<file path="config.mk">
export PLATFORM = sky130hd
export DESIGN_NAME = epoch_seconds_to_calendar_unit
export DESIGN_NICKNAME = d
export VERILOG_FILES = /design/src/hdl/escal_pkg.sv /design/src/hdl/escal_dp.sv /design/src/hdl/escal_ctrl.sv /design/src/hdl/epoch_seconds_to_calendar_unit.sv
export SDC_FILE = /design/constraint.sdc
export NUM_CORES = 1
export LEC_CHECK = 0
export BUFFER_PORTS_ARGS = -buffer_cell sky130_fd_sc_hd__buf_2
export CORE_MARGIN = 3
export CORE_UTILIZATION = 60
export DETAILED_ROUTE_END_ITERATION = 12
export PLACE_DENSITY = 0.85
export SYNTH_ARGS = -nofsm -noshare
export SYNTH_HDL_FRONTEND = slang
export SYNTH_SLANG_ARGS = --single-unit
</file>
<file path="constraint.sdc">
create_clock -name clk -period 6.89 [get_ports clk]
set_input_delay 1.0335 -clock clk [delete_from_list [all_inputs] [get_ports clk]]
set_output_delay 1.0335 -clock clk [all_outputs]
set_load 0.1 [all_outputs]
</file>
<file path="src/hdl/escal_pkg.sv">
package escal_pkg;

	// field widths
	localparam int unsigned SECS_W  = 32;
	localparam int unsigned DAYS_W  = 16;
	localparam int unsigned YEAR_W  = 12;
	localparam int unsigned MONTH_W = 4;
	localparam int unsigned DAY_W   = 5;
	localparam int unsigned HOUR_W  = 5;
	localparam int unsigned MIN_W   = 6;
	localparam int unsigned SEC_W   = 6;

	// time constants
	localparam logic [SECS_W-1:0] SECS_PER_DAY  = 32'd86400;
	localparam logic [SECS_W-1:0] SECS_PER_HOUR = 32'd3600;
	localparam logic [SECS_W-1:0] SECS_PER_MIN  = 32'd60;

	// reciprocal multipliers for the constant divisions, applied after the
	// power-of-two factor of each divisor is shifted out
	localparam int unsigned DAY_PRE    = 7;               // 86400 = 675 << 7
	localparam int unsigned DAY_SHR    = 35;
	localparam logic [25:0] DAY_RECIP  = 26'd50903317;    // ceil(2^35 / 675)
	localparam int unsigned HOUR_PRE   = 4;               // 3600 = 225 << 4
	localparam int unsigned HOUR_SHR   = 21;
	localparam logic [13:0] HOUR_RECIP = 14'd9321;        // ceil(2^21 / 225)
	localparam int unsigned MIN_PRE    = 2;               // 60 = 15 << 2
	localparam int unsigned MIN_SHR    = 14;
	localparam logic [10:0] MIN_RECIP  = 11'd1093;        // ceil(2^14 / 15)

	// calendar constants
	localparam logic [YEAR_W-1:0]  BASE_YEAR   = 12'd1970;
	localparam logic [YEAR_W-1:0]  YEAR_CAP    = 12'd4095;
	localparam logic [YEAR_W-1:0]  RANGE_LOW   = 12'd2000;
	localparam logic [YEAR_W-1:0]  RANGE_HIGH  = 12'd2099;
	localparam logic [6:0]         BASE_MOD100 = 7'd70;
	localparam logic [8:0]         BASE_MOD400 = 9'd370;
	localparam logic [6:0]         LAST_MOD100 = 7'd99;
	localparam logic [8:0]         LAST_MOD400 = 9'd399;
	localparam logic [DAYS_W-1:0]  DAYS_LEAP   = 16'd366;
	localparam logic [DAYS_W-1:0]  DAYS_COMMON = 16'd365;
	localparam logic [MONTH_W-1:0] MONTH_JAN   = 4'd0;
	localparam logic [MONTH_W-1:0] MONTH_DEC   = 4'd11;

	typedef enum logic [2:0] {
		ST_IDLE,
		ST_DAYS,
		ST_HOURS,
		ST_MINS,
		ST_YEARS,
		ST_MONTHS,
		ST_WRITE
	} state_t;

	typedef enum logic [1:0] {
		DIV_DAY,
		DIV_HOUR,
		DIV_MIN
	} div_sel_t;

	// div_last selects the remainder cycle of a division, else the quotient
	typedef struct packed {
		logic              load;
		logic              div_en;
		div_sel_t          div_sel;
		logic              div_last;
		logic              year_en;
		logic              month_en;
		logic              publish;
	} cmd_t;

	typedef struct packed {
		logic year_done;
		logic month_done;
	} status_t;

	// days in month, index 0 is january
	function automatic logic [DAY_W-1:0] month_days(input logic [MONTH_W-1:0] idx,
		input logic leap);
		logic [DAY_W-1:0] n;
		unique case (idx)
			4'd0:    n = 5'd31;
			4'd1:    n = leap ? 5'd29 : 5'd28;
			4'd2:    n = 5'd31;
			4'd3:    n = 5'd30;
			4'd4:    n = 5'd31;
			4'd5:    n = 5'd30;
			4'd6:    n = 5'd31;
			4'd7:    n = 5'd31;
			4'd8:    n = 5'd30;
			4'd9:    n = 5'd31;
			4'd10:   n = 5'd30;
			4'd11:   n = 5'd31;
			default: n = 5'd31;
		endcase
		return n;
	endfunction

endpackage

</file>
<file path="src/hdl/escal_dp.sv">
module escal_dp
	import escal_pkg::*;
(
	input  logic                clk,
	input  logic [SECS_W-1:0]   epoch_seconds,
	input  cmd_t                cmd,
	output status_t             status,
	output logic [YEAR_W-1:0]   year,
	output logic [MONTH_W-1:0]  month,
	output logic [DAY_W-1:0]    day,
	output logic [HOUR_W-1:0]   hour,
	output logic [MIN_W-1:0]    minute,
	output logic [SEC_W-1:0]    second,
	output logic                in_range
);

	logic [SECS_W-1:0]  rem_q;
	logic [DAYS_W-1:0]  days_q;
	logic [HOUR_W-1:0]  hour_q;
	logic [MIN_W-1:0]   minute_q;
	logic [SEC_W-1:0]   second_q;
	logic [YEAR_W-1:0]  year_q;
	logic [6:0]         mod100_q;
	logic [8:0]         mod400_q;
	logic [MONTH_W-1:0] month_q;

	logic [50:0]        day_prod;
	logic [26:0]        hour_prod;
	logic [20:0]        min_prod;
	logic [SECS_W-1:0]  div_sub;
	logic [SECS_W-1:0]  rem_next;
	logic               leap;
	logic [DAYS_W-1:0]  year_len;
	logic [DAYS_W-1:0]  mon_len;

	// quotients by reciprocal multiplication, remainder by multiply and subtract
	always_comb begin
		day_prod  = 51'(rem_q[SECS_W-1:DAY_PRE]) * 51'(DAY_RECIP);
		hour_prod = 27'(rem_q[16:HOUR_PRE]) * 27'(HOUR_RECIP);
		min_prod  = 21'(rem_q[11:MIN_PRE]) * 21'(MIN_RECIP);
		unique case (cmd.div_sel)
			DIV_DAY:  div_sub = SECS_W'(days_q) * SECS_PER_DAY;
			DIV_HOUR: div_sub = SECS_W'(hour_q) * SECS_PER_HOUR;
			DIV_MIN:  div_sub = SECS_W'(minute_q) * SECS_PER_MIN;
			default:  div_sub = '0;
		endcase
		rem_next = rem_q - div_sub;
	end

	// leap rule from running year residues
	always_comb begin
		leap     = (year_q[1:0] == 2'b00) && ((mod100_q != 7'd0) || (mod400_q == 9'd0));
		year_len = leap ? DAYS_LEAP : DAYS_COMMON;
		mon_len  = DAYS_W'(month_days(month_q, leap));
		status.year_done  = (days_q < year_len) || (year_q == YEAR_CAP);
		status.month_done = (month_q == MONTH_DEC) || (days_q < mon_len);
	end

	// working registers
	always_ff @(posedge clk) begin
		if (cmd.load) begin
			rem_q    <= epoch_seconds;
			year_q   <= BASE_YEAR;
			mod100_q <= BASE_MOD100;
			mod400_q <= BASE_MOD400;
			month_q  <= MONTH_JAN;
		end
		if (cmd.div_en) begin
			if (cmd.div_last) begin
				rem_q <= rem_next;
				if (cmd.div_sel == DIV_MIN) begin
					second_q <= rem_next[SEC_W-1:0];
				end
			end else begin
				unique case (cmd.div_sel)
					DIV_DAY:  days_q   <= day_prod[DAY_SHR +: DAYS_W];
					DIV_HOUR: hour_q   <= hour_prod[HOUR_SHR +: HOUR_W];
					DIV_MIN:  minute_q <= min_prod[MIN_SHR +: MIN_W];
					default: ;
				endcase
			end
		end
		// one whole year per cycle
		if (cmd.year_en && !status.year_done) begin
			days_q   <= days_q - year_len;
			year_q   <= year_q + YEAR_W'(1);
			mod100_q <= (mod100_q == LAST_MOD100) ? 7'd0 : mod100_q + 7'd1;
			mod400_q <= (mod400_q == LAST_MOD400) ? 9'd0 : mod400_q + 9'd1;
		end
		// one whole month per cycle
		if (cmd.month_en && !status.month_done) begin
			days_q  <= days_q - mon_len;
			month_q <= month_q + MONTH_W'(1);
		end
	end

	// output register
	always_ff @(posedge clk) begin
		if (cmd.publish) begin
			year     <= year_q;
			month    <= month_q + MONTH_W'(1);
			day      <= days_q[DAY_W-1:0] + DAY_W'(1);
			hour     <= hour_q;
			minute   <= minute_q;
			second   <= second_q;
			in_range <= (year_q >= RANGE_LOW) && (year_q <= RANGE_HIGH);
		end
	end

endmodule

</file>
<file path="src/hdl/escal_ctrl.sv">
module escal_ctrl
	import escal_pkg::*;
(
	input  logic    clk,
	input  logic    arst_n,
	input  logic    in_valid,
	output logic    in_stall,
	output logic    out_valid,
	input  logic    out_stall,
	input  status_t status,
	output cmd_t    cmd
);

	state_t state_q, state_d;
	logic   phase_q, phase_d;
	logic   out_valid_q, out_valid_d;

	// state, division phase and output valid
	always_ff @(posedge clk or negedge arst_n) begin
		if (!arst_n) begin
			state_q     <= ST_IDLE;
			phase_q     <= 1'b0;
			out_valid_q <= 1'b0;
		end else begin
			state_q     <= state_d;
			phase_q     <= phase_d;
			out_valid_q <= out_valid_d;
		end
	end

	assign in_stall  = (state_q != ST_IDLE);
	assign out_valid = out_valid_q;

	// sequencer, each division runs a quotient step then a remainder step
	always_comb begin
		state_d      = state_q;
		phase_d      = phase_q;
		cmd          = '0;
		cmd.div_sel  = DIV_DAY;
		cmd.div_last = phase_q;
		unique case (state_q)
			ST_IDLE: begin
				if (in_valid) begin
					cmd.load = 1'b1;
					state_d  = ST_DAYS;
					phase_d  = 1'b0;
				end
			end
			ST_DAYS: begin
				cmd.div_en  = 1'b1;
				cmd.div_sel = DIV_DAY;
				if (cmd.div_last) begin
					state_d = ST_HOURS;
					phase_d = 1'b0;
				end else begin
					phase_d = 1'b1;
				end
			end
			ST_HOURS: begin
				cmd.div_en  = 1'b1;
				cmd.div_sel = DIV_HOUR;
				if (cmd.div_last) begin
					state_d = ST_MINS;
					phase_d = 1'b0;
				end else begin
					phase_d = 1'b1;
				end
			end
			ST_MINS: begin
				cmd.div_en  = 1'b1;
				cmd.div_sel = DIV_MIN;
				if (cmd.div_last) begin
					state_d = ST_YEARS;
					phase_d = 1'b0;
				end else begin
					phase_d = 1'b1;
				end
			end
			ST_YEARS: begin
				cmd.year_en = 1'b1;
				if (status.year_done) begin
					state_d = ST_MONTHS;
				end
			end
			ST_MONTHS: begin
				cmd.month_en = 1'b1;
				if (status.month_done) begin
					state_d = ST_WRITE;
				end
			end
			ST_WRITE: begin
				if (!out_valid_q || !out_stall) begin
					cmd.publish = 1'b1;
					state_d     = ST_IDLE;
				end
			end
			default: state_d = ST_IDLE;
		endcase
	end

	// output beat bookkeeping
	always_comb begin
		if (cmd.publish) begin
			out_valid_d = 1'b1;
		end else if (out_valid_q && !out_stall) begin
			out_valid_d = 1'b0;
		end else begin
			out_valid_d = out_valid_q;
		end
	end

endmodule

</file>
<file path="src/hdl/epoch_seconds_to_calendar_unit.sv">
// Unix seconds to Gregorian calendar date and time.
// Input channel: in_valid / in_stall carry epoch_seconds; a beat is taken
// when in_valid is high and in_stall is low. in_stall is high while an item
// is being converted, so one item is in work at a time.
// Output channel: out_valid / out_stall carry year, month, day, hour,
// minute, second and in_range (year 2000..2099), held in an output register.
// A new item is taken while a finished result still waits on out_stall.
// From the input beat to out_valid, the item first has its seconds split
// into days, hours, minutes and seconds by reciprocal multiplication (a
// quotient step and a remainder step per divisor); then whole years are
// walked from 1970, then whole months, and the result is loaded into the
// output register. The next input is taken only after the result enters
// the register, so a new item is not taken before the last one is finished.
// If the receiver stalls with a result already held, the finished item
// waits in the datapath and in_stall stays high until the register frees.
// Reset (arst_n low) empties the output register and returns to idle.
module epoch_seconds_to_calendar_unit
	import escal_pkg::*;
(
	input  logic                clk,
	input  logic                arst_n,
	input  logic                in_valid,
	output logic                in_stall,
	input  logic [SECS_W-1:0]   epoch_seconds,
	output logic                out_valid,
	input  logic                out_stall,
	output logic [YEAR_W-1:0]   year,
	output logic [MONTH_W-1:0]  month,
	output logic [DAY_W-1:0]    day,
	output logic [HOUR_W-1:0]   hour,
	output logic [MIN_W-1:0]    minute,
	output logic [SEC_W-1:0]    second,
	output logic                in_range
);

	cmd_t    cmd;
	status_t status;

	// sequencer
	escal_ctrl u_ctrl (
		.clk       (clk),
		.arst_n    (arst_n),
		.in_valid  (in_valid),
		.in_stall  (in_stall),
		.out_valid (out_valid),
		.out_stall (out_stall),
		.status    (status),
		.cmd       (cmd)
	);

	// division, year and month walk, output register
	escal_dp u_dp (
		.clk           (clk),
		.epoch_seconds (epoch_seconds),
		.cmd           (cmd),
		.status        (status),
		.year          (year),
		.month         (month),
		.day           (day),
		.hour          (hour),
		.minute        (minute),
		.second        (second),
		.in_range      (in_range)
	);

`ifndef SYNTHESIS
	// a result is loaded only after an item was being worked on
	a_publish_busy: assert property (@(posedge clk) disable iff (!arst_n)
		cmd.publish |-> in_stall)
		else $error("result loaded while idle");

	// a new result never loads while an unaccepted result is held
	a_no_overwrite: assert property (@(posedge clk) disable iff (!arst_n)
		cmd.publish |-> (!out_valid || !out_stall))
		else $error("held result overwritten");

	// delivered month, hour, minute and second stay in range and day is at least 1
	a_fields_ok: assert property (@(posedge clk) disable iff (!arst_n)
		out_valid |-> (month >= 4'd1 && month <= 4'd12 && day >= 5'd1
			&& hour <= 5'd23 && minute <= 6'd59 && second <= 6'd59))
		else $error("calendar field out of range");

	// item intake only leaves idle through the day quotient
	a_load_start: assert property (@(posedge clk) disable iff (!arst_n)
		cmd.load |=> (in_stall && cmd.div_en && cmd.div_sel == DIV_DAY
			&& !cmd.div_last))
		else $error("conversion did not start with day division");
`endif

endmodule
</file>
Yosys cells after proc, flatten, opt, wreduce, memory -nomap -nowiden
Cells that the tools add are included.
- memories kept: 0
- output and inout bits: 41
- latch bits: 0
- input bits: 36
- RAM bits: 0
- bits in read-only memories: 0
- word-level logic and storage cells: 138
- flip-flop bits (word level): 141
- add/subtract/negate cells: 8
- shift-type cells: 0
- bitwise operators: 1
- mux-type cells: 42
- equal/unequal tests: 25
- $mul: 6
- magnitude comparators: 4
- divide/modulo/power cells: 0
- reduce and logical (&&, ||, !) cells: 33
- operators with widths (kind ; count):
    2-to-1 mux 32 bit ; 3
    case mux 32 bit (3 select lines) ; 1
    2-to-1 mux 16 bit ; 5
    multiplier 25 x 26 -> 51 bit (second input constant) ; 1
    subtractor 32 bit ; 1
    2-to-1 mux 9 bit ; 3
    multiplier 13 x 14 -> 26 bit (second input constant) ; 1
    multiplier 16 x 10 -> 25 bit (second input constant) ; 1
    2-to-1 mux 12 bit ; 2
    2-to-1 mux 3 bit ; 7
    2-to-1 mux 7 bit ; 3
    case mux 3 bit (7 select lines) ; 1
    multiplier 10 x 11 -> 20 bit (second input constant) ; 1
    < comparator 16 bit ; 1
    < comparator 16 x 5 -> 1 bit ; 1
    subtractor 16 bit ; 1
    subtractor 16 x 5 -> 16 bit ; 1
    multiplier 5 x 8 -> 13 bit (second input constant) ; 1
    adder 12 x 1 -> 12 bit (second input constant) ; 1
    equality test 12 bit (second input constant) ; 1
    equality test 4 bit (second input constant) ; 3
    greater-or-equal comparator 12 x 11 -> 1 bit (second input constant) ; 1
    less-or-equal comparator 12 bit (second input constant) ; 1
    != test 2 x 1 -> 1 bit (second input constant) ; 6
    38 further kinds ; 71

Longest topological paths before layout
Gate-level depths: netlist of the first run.
- depth in word-level cells: 11
- mapped depth: 28
- gate-level depth less buffers: 28

Modules after synthesis
A second synthesis of the first run with hierarchy kept.
- cells, all modules: 2498
- area total of the unflattened synthesis: 24372.1 µm²
- by module, submodules not included (module ; instances ; cells an instance ; area each (µm²) ; seq. area each (µm²)):
    escal_dp ; 1 ; 2459 ; 24036.8 ; 3783.6
    escal_ctrl ; 1 ; 39 ; 335.3 ; 125.1

Worst setup path before layout of the first run
Ideal clock, no wire load.
- kind: reg-to-reg
- from: reg u_dp.rem_q[12]
- to: reg u_dp.days_q[11] (data pin)
- required time: 6.738 ns
- arrival: 6.220 ns
- setup time: 0.152 ns
- stages on the path, launching flop included: 23
- setup slack: 0.519 ns
- clock period less this slack: 6.371 ns
- buffers on the path: 0
- path through: dfxtp_1 -> inv_1 -> ha_1 -> inv_1 -> fa_1 -> ha_1 -> fa_1 -> inv_1 -> fa_1 -> fa_1 -> inv_1 -> fa_1 -> ha_1 -> nand3_1 -> nor3_1 -> and2_1 -> and4_4 -> a2111oi_4 -> o31ai_4 -> a21oi_4 -> nand2b_4 -> or4_1 -> a31oi_1
- word-level cells in the longest chain between the ends: 6
- ends and longest elaborated chain (item ; RTL line ; RTL):
    from (decl) ; escal_dp.sv:17 ; logic [SECS_W-1:0] rem_q;
    from (signal assigned) ; escal_dp.sv:62 ; rem_q <= epoch_seconds;
    from (signal assigned) ; escal_dp.sv:70 ; rem_q <= rem_next;
    multiplier 25 x 26 -> 51 bit ; escal_dp.sv:38 ; day_prod = 51'(rem_q[SECS_W-1:DAY_PRE]) * 51'(DAY_RECIP);
    2-to-1 mux 16 bit ; escal_dp.sv:75 ; unique case (cmd.div_sel)
    2-to-1 mux 16 bit ; escal_dp.sv:69 ; if (cmd.div_last) begin
    2-to-1 mux 16 bit ; escal_dp.sv:68 ; if (cmd.div_en) begin
    2-to-1 mux 16 bit ; escal_dp.sv:84 ; if (cmd.year_en && !status.year_done) begin
    2-to-1 mux 16 bit ; escal_dp.sv:91 ; if (cmd.month_en && !status.month_done) begin
    to (signal assigned) ; escal_dp.sv:76 ; DIV_DAY: days_q <= day_prod[DAY_SHR +: DAYS_W];
    to (signal assigned) ; escal_dp.sv:85 ; days_q <= days_q - year_len;
    to (signal assigned) ; escal_dp.sv:92 ; days_q <= days_q - mon_len;
    to (decl) ; escal_dp.sv:18 ; logic [DAYS_W-1:0] days_q;
Every way passes these cells. The select of a mux whose other input is x is not followed.
A chain may end at the register's enable or synchronous reset.

Worst setup path in the final report of the first run
- from: reg u_dp.rem_q[12]
- to: reg u_dp.days_q[15] (data pin)
Same word-level chain as after synthesis.

==> results of run 1 <==
-- report_power, final --
| group | total (µW) | internal, µW | switching, µW |
|---|---|---|---|
| sequential | 901 | 901 | 0.0000000000000348 |
| clock | 884 | 466 | 418 |
| combinational | 14.3 | 7.30 | 7.02 |
| total | 1800 | 1370 | 425 |
-- flip-flops by register name, summed over array words and instances (netlist names), 5 cells and up --
| register | cells |
|---|---|
| u_dp.rem_q | 32 |
| u_dp.minute | 6 |
| u_dp.mod100_q | 7 |
| u_dp.minute_q | 6 |
| u_dp.mod400_q | 9 |
| u_dp.second | 6 |
| u_dp.hour_q | 5 |
| u_dp.year_q | 12 |
| u_dp.second_q | 6 |
| u_dp.hour | 5 |
| u_dp.days_q | 16 |
| u_dp.day | 5 |
| u_dp.year | 12 |
-- cell type report --
type | count | area, µm²
multi-input combinational | 1821 | 18400
fill | 3167 | 13600
sequential | 141 | 3920
inverter | 523 | 1960
timing repair buffer | 132 | 801
tap | 525 | 657
clock buffer | 18 | 429
clock inverter | 14 | 110
-- per-stage QoR --
stage	hold WS, ns	TNS, ns	setup WS [ns]	area, µm²
floorplan	0.400	0	0.519	24300
global route	0.388	-0.0104	-0.0104	26200
detailed placement	0.405	0	0.242	25600
finish	0.392	0	0.239	26200
CTS	0.374	0	0.221	26200
global placement	0.403	0	0.355	25600
-- metal layers --
layer  vias to the layer above  GRT usage
li1                       8689          -
met3                       147     0.0477
met1                      9184      0.390
met5                         -          0
met4                         2     0.0885
met2                       759      0.518
-- worst paths after layout --
check | endpoint | startpoint | slack (ns) | cells after the start
setup / recovery | u_dp.days_q[15] | u_dp.rem_q[12] | 0.24 | 23
hold / removal | u_ctrl.state_q[1] | arst_n | 0.39 | 1
setup reg to reg | u_dp.days_q[15] | u_dp.rem_q[12] | 0.24 | 23
hold reg to reg | u_dp.second[2] | u_dp.second_q[2] | 0.42 | 0
max in group asynchronous | u_ctrl.state_q[2] | arst_n | 6.34 | 1
min in group clk | u_dp.second[2] | u_dp.second_q[2] | 0.42 | 0
-- cells in the final DEF (no fill, tap or decap), drive strengths merged, types with 7 or more instances in the layout --
cell type	count
buf	132
o22ai	7
ha	561
o31ai	7
o21bai	20
nor2	124
nand3	38
nor2b	15
inv	529
xnor2	69
mux2i	9
nor3	21
a211oi	28
and3	19
or3	13
edfxtp	106
o21ai	92
a31oi	14
a21o	59
nand2b	21
nor4	9
xor2	40
nand4	11
clkbuf	18
fa	262
o21a	11
nand2	132
dfxtp	30
a21oi	149
and2	12
-- cells by family after synthesis --
kind of cell,count (synthesis),share of synthesized area
compound gates,447,0.119
xor+xnor,109,0.0393
fa+ha+maj,823,0.505
buf+inv,557,0.0863
flops,141,0.161
mux,11,0.00464
simple gates,431,0.0847
-- what timing repair did --
action,4_1_cts,5_1_grt
setup endpoints to repair,0,6
resized for setup,0,16
setup buffers,0,1
==> results.md, run 1 <==
- Core Region: around 40,000 µm²
- Synth cell count leaders: 561 x ha_1, 523 x inv_1, 262 x fa_1
- Slowest-stage cell, CP: fa_1
- Root Driver: clkbuf_16
- Final Util: 0.659
- Top-count cell post-synth: ha_1
- Starting Density: 0.610
- First-pass GRT wire length: between 100 and 150 mm
- Vias in the first global route: between 15k and 20k
- Drt drc: 0
- Largest area contributor in the netlist: ha_1
- Final period util: 0.965
- Max frequency: 150 MHz
- Highest Signal Layer: met5
- Diodes inserted: 0
- Setup CP Type: reg2reg
- Status: finished, final reports clean
- PD cells: 68.6 nW/µm²
- Worst-Skew Late Latency: 0.46 ns
- Die height: around 210 µm
- CTS Hold Bufs: 0
- Dpl hpwl: approximately 54 mm
- P&R area growth vs syn: 8.07%
- Routed len/inst: between 20 and 25 µm
- Worst-margin pin slew: between 1 and 1.5 ns
- Pre-Repair DR Iteration Count: 6
- WP data arrival: about 6.9 ns
- Drt via density: 5.92
- Asr flop ratio synth: 0.0355
- Share of cells above drive strength 1: 0.0774
- Final hold vios: 0
- VDD IR max: 118 µV
- Max_slew headroom: 0.142
- Crit Path Max Fanout: 7
- Syn Nets: 3,378
- Synth area leaders: ha_1 29%, fa_1 22%, edfxtp_1 13%
- Die ar.: 42,900 µm²
- Cell Area, Synth: approximately 24,000 µm²
- Post-synthesis sequential area ratio: 0.161
- Final GP Congestion: approximately 1.0
- Endpoints failing setup: 0
- Total power: around 1800 µW
- Min Tclk post-route: between 6 and 7 ns
- Main synth FF type: edfxtp_1
- Initial DRC count: between 1k and 1.5k
- Final WL: approximately 64 mm
- GR Util All Layers: 0.300
- Met3 wire length: about 4.4 mm
- Top-Level Pins: 77
- Gate Count Post-Synth: about 2.5k
- Pin count of the biggest net entering global routing: 54
- Rows: 73
- # clock sinks: around 140
- Clock Skew: around 0.018 ns
- Inst Count DP: about 3.1k
- Final Max Slew Viols: 0
- Metal-1 WL: ~26 mm
- Worst path most repeated cell: fa_1
- PortBufs: 76
- NumNets Final: between 3k and 4k
- Worst hold path type: in2async
- Clock Tree Buf Depth: 2
- Chip Width: 207 µm
- Synth top area share: 0.289
- GRT Residual Overflow: 0
- Startpoint Class: register
- Post-Syn Area per Cell: slightly below 10 µm²
- CTS tree: built
- Clock transition at path regs: approximately 0.070 ns
- Reported leakage power: 0.0131 µW
- WP buf/inv: 5
- Largest stage delay on the critical path: about 0.52 ns
- Family with the most delay on the worst path: adder cells
- Synthesis-stage register bit count: around 140
- DRT antenna net count: 0
- Critical Path RT: 7.09 ns
- Crit-path cells: buf_4, fa_1, inv_1, fa_1, inv_1, ha_1, inv_1, fa_1, fa_1, inv_1, fa_1, fa_1, ha_1, a21o_1, a21oi_1, nor2_1, a311o_2, a2111oi_4, o31ai_4, a21oi_4, nand2b_4, mux2i_1, a21oi_1
- Met2 wire length: just over 30 mm
- Total CTS buffers: 17
- Cell Count, Final, Fillers Out: between 3k and 4k
- Synth Warn #: 0
- H-tree depth: 4
- Number of enable flip-flop cells after synthesis: between 100 and 150
- Initial antenna violation count: 1
- Crit path capture type: register
- Library cells used by synthesis: 81
- Routed vias: roughly 19k
- MaxCap Viol Count: 0
Note: power is estimated with default switching activity, not from simulation.
==> run 2, diff against run 1 <==
--- a/config.mk
+++ b/config.mk
@@ -9,7 +9,7 @@
 export CORE_MARGIN = 3
 export CORE_UTILIZATION = 60
 export DETAILED_ROUTE_END_ITERATION = 12
-export PLACE_DENSITY = 0.85
+export PLACE_DENSITY = 0.81
 export SYNTH_ARGS = -nofsm -noshare
 export SYNTH_HDL_FRONTEND = slang
 export SYNTH_SLANG_ARGS = --single-unit
==> results.md, run 2 (synthesis gave the netlist of run 1 again) <==
- Starting Density: 0.610
- Hold_ws: around 0.4 ns
- Most common cell after layout, fill and taps aside: ha_1
- Endpoints failing setup: 0
- Final hold vios: 0
- Initial DRC count: between 1k and 1.5k
- Crit path from: u_dp.rem_q[14]
- R2r worst-path depth: 20
- Routed vias: 18.6k
- Cell Count, Final, Fillers Out: 3,178
- Final WL: between 60 and 70 mm
- Final Max Slew Viols: 0
- Met3 wire length: between 3 and 4 mm
- Worst-margin pin slew: 1.38 ns
- P&R area growth vs syn: 8.34%
- Root Driver: clkbuf_16
- H-tree depth: 4
- Share of cells above drive strength 1: 0.0781
- Setup CP Type: reg2reg
- NumNets Final: approximately 3.5k
- Routed len/inst: about 20 µm
- Top-Level Pins: between 70 and 80
- Worst-Skew Late Latency: around 0.44 ns
- Rows: 73
- Inst Count DP: 3,142
- WP data arrival: 6.93 ns
- Min Tclk post-route: between 6 and 7 ns
- Metal-1 WL: ~27 mm
- Dpl hpwl: between 50 and 60 mm
- Sw Ratio: 0.259
- Critical Path RT: around 7.2 ns
- Total CTS buffers: 17
- Met2 wire length: 30.4 mm
- Biggest regs: u_dp.rem_q: 32 flops, u_dp.days_q: 16 flops
- Max frequency: 150 MHz
- Total power: ~1900 µW
- Startpoint Class: register
- CTS tree: built
- MaxCap Viol Count: 0
- Internal: between 1000 and 1500 µW
- NetSw: just under 500 µW
- Clock network fraction of total power: 0.516
- Final period util: 0.967
- Drt via density: 5.86
- Die ar.: 42,900 µm²
- Sequential Power Share: 0.476
- # clock sinks: roughly 140
- Critical R2R Capture: u_dp.days_q[11]
- Status: finished, final reports clean
- Worst hold path type: in2async
- Initial antenna violation count: 2
- Logic pwr share: 0.008
- Max_slew headroom: 0.0760
- Crit path capture type: register
- Largest register by flop count: u_dp.rem_q
- Number of flip-flops in the largest register: 32
- Final GP Congestion: roughly 1
- CP endpoint: u_dp.days_q[11]
- Pin count of the biggest net entering global routing: between 50 and 60
- Clock Skew: 0.0232 ns
- Pre-Repair DR Iteration Count: 6
- GR Util All Layers: 0.300
- First-pass GRT wire length: between 100 and 150 mm
- Die height: around 210 µm
- Highest Signal Layer: met5
- PortBufs: 76
- Crit Path Max Fanout: 6
- PD cells: between 70 and 80 nW/µm²
- Vias in the first global route: roughly 20k
- Drt drc: 0
- DRT antenna net count: 0
- GRT Residual Overflow: 0
- Core Region: 39,800 µm²
- Chip Width: between 200 and 250 µm
- VDD IR max: approximately 160 µV
- Clock Tree Buf Depth: 2
- CTS Hold Bufs: 0
- Commonest cells after routing, fill and taps aside: 559 x ha_1, 523 x inv_1, 262 x fa_1, 146 x a21oi_1, 131 x nand2_1
- Unrepaired setup endpoints after global routing: yes
- Reg2reg start: u_dp.rem_q[14]
- Reported leakage power: 0.0131 µW
- Clock transition at path regs: ~0.08 ns
- FF-to-FF setup slack: between 0.2 and 0.25 ns
-- run 2: changes by cell type in the layout (fill, tap and decap cells not counted), moves of 2 or more --
| cell | previous run | this run |
|---|---|---|
| dfxtp_1 | 24 | 27 |
| dfxtp_2 | 6 | 3 |
| clkinv_1 | 2 | 0 |
| inv_6 | 4 | 1 |
| clkinv_8 | 0 | 5 |
| buf_4 | 56 | 59 |
| nor4_2 | 1 | 3 |
| clkinvlp_4 | 3 | 1 |
| inv_8 | 2 | 6 |
-- run 2: area by class of cell --
type                    instances  area [µm²]
multi-input cells            1821       18300
inverters                     523        1960
well taps                     525         657
clock inverters                15         183
fillers                      3166       13500
repair buffers                135         823
clock buffers                  17         425
diodes                          1        2.50
flip-flops and latches        141        3910
-- run 2: worst max-delay path, stage by stage, from the launching register on --
cell and delay, ns:
dfxtp_1 0.35, buf_4 0.17, ha_1 0.30, fa_1 0.55, inv_1 0.06, fa_1 0.51, inv_1 0.05, fa_1 0.53
fa_1 0.45, fa_1 0.53, fa_1 0.45, ha_2 0.43, nand2_2 0.14, nor4_2 0.36, and4_4 0.31, a2111oi_4 0.06
o31ai_4 0.37, a21oi_4 0.12, nand2b_4 0.17, or4_1 0.41, a31oi_1 0.18
-- run 2: power by group through the flow --
stage	clock, µW	combinational [µW]	sequential, µW
final	975	15.5	900
after global routing	1010	16.0	900
after CTS	979	15.1	900
after detailed placement	0	15.0	919
after global placement	0	14.8	919
after floorplan	0	0.264	919
-- run 2: how the worst min path moves through the flow --
stage / startpoint / endpoint / slack (ns) / cells after the start
after floorplan: u_dp.second_q[0] / u_dp.second[0] / 0.40 / 0
after global placement: u_dp.second_q[5] / u_dp.second[5] / 0.40 / 0
after detailed placement: u_dp.second_q[2] / u_dp.second[2] / 0.41 / 0
after CTS: arst_n / u_ctrl.state_q[1] / 0.39 / 1
after global routing: arst_n / u_ctrl.out_valid / 0.40 / 1
final: arst_n / u_ctrl.out_valid / 0.40 / 1
-- run 2: stage by stage --
step           setup slack [ns]  instance area, µm²   util  setup TNS, ns
2_1_floorplan             0.519               24300      -              0
3_3_place_gp              0.244               25600  0.643              0
3_5_place_dp              0.179               25600  0.643              0
4_1_cts                   0.169               26200  0.659              0
5_1_grt                -0.00435               26300  0.660       -0.00435
6_report                  0.230               26300  0.660              0
-- run 2: repair_timing --
| action | in CTS | in global routing |
|---|---|---|
| gates resized for setup | 0 | 11 |
| endpoints found under the setup margin | 0 | 5 |
| setup buffers | 0 | 3 |
-- run 2: routing by layer --
metal,track usage,vias to the layer above
li1,-,8705
met1,0.394,9103
met2,0.498,660
met3,0.0439,165
met4,0.125,2
met5,0,-
==> run 3, diff against run 2 <==
--- a/config.mk
+++ b/config.mk
@@ -8,8 +8,10 @@
 export BUFFER_PORTS_ARGS = -buffer_cell sky130_fd_sc_hd__buf_2
 export CORE_MARGIN = 3
 export CORE_UTILIZATION = 60
+export CTS_CLUSTER_SIZE = 28
 export DETAILED_ROUTE_END_ITERATION = 12
 export PLACE_DENSITY = 0.81
+export RECOVER_POWER = 100
 export SYNTH_ARGS = -nofsm -noshare
 export SYNTH_HDL_FRONTEND = slang
 export SYNTH_SLANG_ARGS = --single-unit
==> results.md, run 3 (synthesis gave the netlist of run 1 again) <==
- Setup CP Type: reg2reg
- Worst hold path type: reg2reg
- Biggest regs: u_dp.rem_q: 32 flops, u_dp.days_q: 16 flops
- Drt drc: 0
- Clock Skew: roughly 0.025 ns
- Fillcell total: roughly 3.2k
- PortBufs: 76
- Placement Cell Area: around 26,000 µm²
- Min Tclk post-route: 6.67 ns
- Endpoints failing setup: 0
- Most common cell after layout, fill and taps aside: ha_1
- Routed vias: between 15k and 20k
- Routed len/inst: around 20 µm
- Max frequency: 150 MHz
- Final Max Slew Viols: 84
- First-pass GRT wire length: 103 mm
- Root Driver: clkbuf_16
- Pin count of the biggest net entering global routing: between 50 and 60
- Failing checks: capacitance limit, slew limit
- Vias in the first global route: 19.9k
- Pre-Repair DR Iteration Count: 5
- Rows: between 70 and 80
- Dpl hpwl: about 54 mm
- Top-Level Pins: just under 80
- Fin Setup TNS: 0 ns
- Worst-Skew Late Latency: around 0.45 ns
- CTS Hold Bufs: 0
- Final hold vios: 0
- Startpoint Class: register
- Max_slew headroom: -1.08
- Drt via density: 5.85
- Final Util: 0.658
- Number of flip-flops in the largest register: 32
- Dpl ws: approximately 0.18 ns
- PD cells: slightly above 70 nW/µm²
- H-tree depth: 4
- R2r worst-path depth: 19
- GR Util All Layers: 0.300
- Worst Hold Depth: 0
- Critical Path RT: slightly above 7 ns
- VDD IR max: around 160 µV
- GRT Residual Overflow: 0
- Chip Width: 207 µm
- Share of cells above drive strength 1: 0.0573
- Final GP Congestion: between 1 and 1.5
- Core Region: between 30,000 and 40,000 µm²
- Initial DRC count: approximately 1.3k
- Final WL: roughly 64 mm
- Worst-margin pin slew: 3.11 ns
- Clock Tree Buf Depth: 2
- Reported leakage power: about 0.013 µW
- Post-route setup slack: 0.222 ns
- Status: complete, but fails checks
- # clock sinks: ~140
- Die ar.: around 43,000 µm²
- MaxCap Viol Count: 2
- Post-route design area: 26,200 µm²
- Initial antenna violation count: 2
- Commonest cells after routing, fill and taps aside: 559 x ha_1, 523 x inv_1, 262 x fa_1, 148 x a21oi_1, 131 x nand2_1
- Unrepaired setup endpoints after global routing: yes
- Total power: 1890 µW
- P&R area growth vs syn: 7.87%
- Final period util: 0.968
- DRT antenna net count: 0
- Crit Path Max Fanout: 7
- Starting Density: 0.610
- Largest register by flop count: u_dp.rem_q
- Total CTS buffers: 17
- WP data arrival: about 6.8 ns
- Clock transition at path regs: approximately 0.07 ns
- Die height: 207 µm
- NumNets Final: approximately 3.5k
- CTS tree: built
- Crit path capture type: register
==> run 3: layout make-up <==
class,instances,area (µm²),share of cell area
Inverter,523,1960,0.0750
Multi-Input combinational cell,1821,18300,0.699
Clock inverter,15,183,0.00698
Tap cell,525,657,0.0251
Clock buffer,17,425,0.0162
Timing Repair Buffer,135,748,0.0286
Sequential cell,141,3910,0.149
Antenna cell,1,2.50,0.0000956
==> run 3: per-layer routing <==
layer / wire (µm) / vias to the layer above / GRT usage
li1: - / 8705 / -
met1: 26600 / 9097 / 0.394
met2: 30500 / 623 / 0.498
met3: 3850 / 164 / 0.0439
met4: 2840 / 2 / 0.125
met5: 10 / - / 0
==> run 3: worst paths after layout <==
path                                  startpoint          endpoint  slack [ns]
worst min register to register  u_dp.second_q[2]    u_dp.second[2]        0.43
min in group asynchronous                 arst_n    u_ctrl.phase_q        0.44
worst max register to register    u_dp.rem_q[22]    u_dp.days_q[8]        0.22
worst min-delay path            u_dp.second_q[2]    u_dp.second[2]        0.43
worst max-delay path              u_dp.rem_q[22]    u_dp.days_q[8]        0.22
max in group asynchronous                 arst_n  u_ctrl.out_valid        6.23
==> run 3: critical path, cell delays in order, from the launching register on <==
cell	delay (ns)
dfxtp_1	0.58
fa_1	0.51
fa_1	0.46
ha_1	0.33
fa_1	0.50
fa_1	0.55
inv_1	0.05
fa_1	0.53
inv_1	0.06
fa_1	0.48
ha_1	0.35
nand3_1	0.25
nor4_2	0.08
a221o_1	0.39
a2111oi_4	0.35
o31ai_4	0.15
buf_4	0.16
or3_1	0.34
a41oi_1	0.19
a21oi_1	0.07
==> run 3: what timing repair did <==
action,CTS,global route
endpoints found under the setup margin,0,5
resized for setup,0,11
endpoints found under the hold margin,0,0
buffers inserted,0,3
==> run 3: metrics by stage <==
stage                     std cells  hold WS, ns
final                          3178        0.426
after global routing           3177        0.428
after CTS                      3174        0.393
after detailed placement       3142        0.408
after global placement         3142        0.403
after floorplan                2519        0.400
==> run 3: report_power, final <==
group / leakage (µW) / switching (µW) / internal, µW
Sequential: 0.00124 / 0.0000000000000188 / 900
Combinational: 0.0115 / 8.02 / 7.20
Clock: 0.000293 / 483 / 493
Total: 0.0130 / 491 / 1400
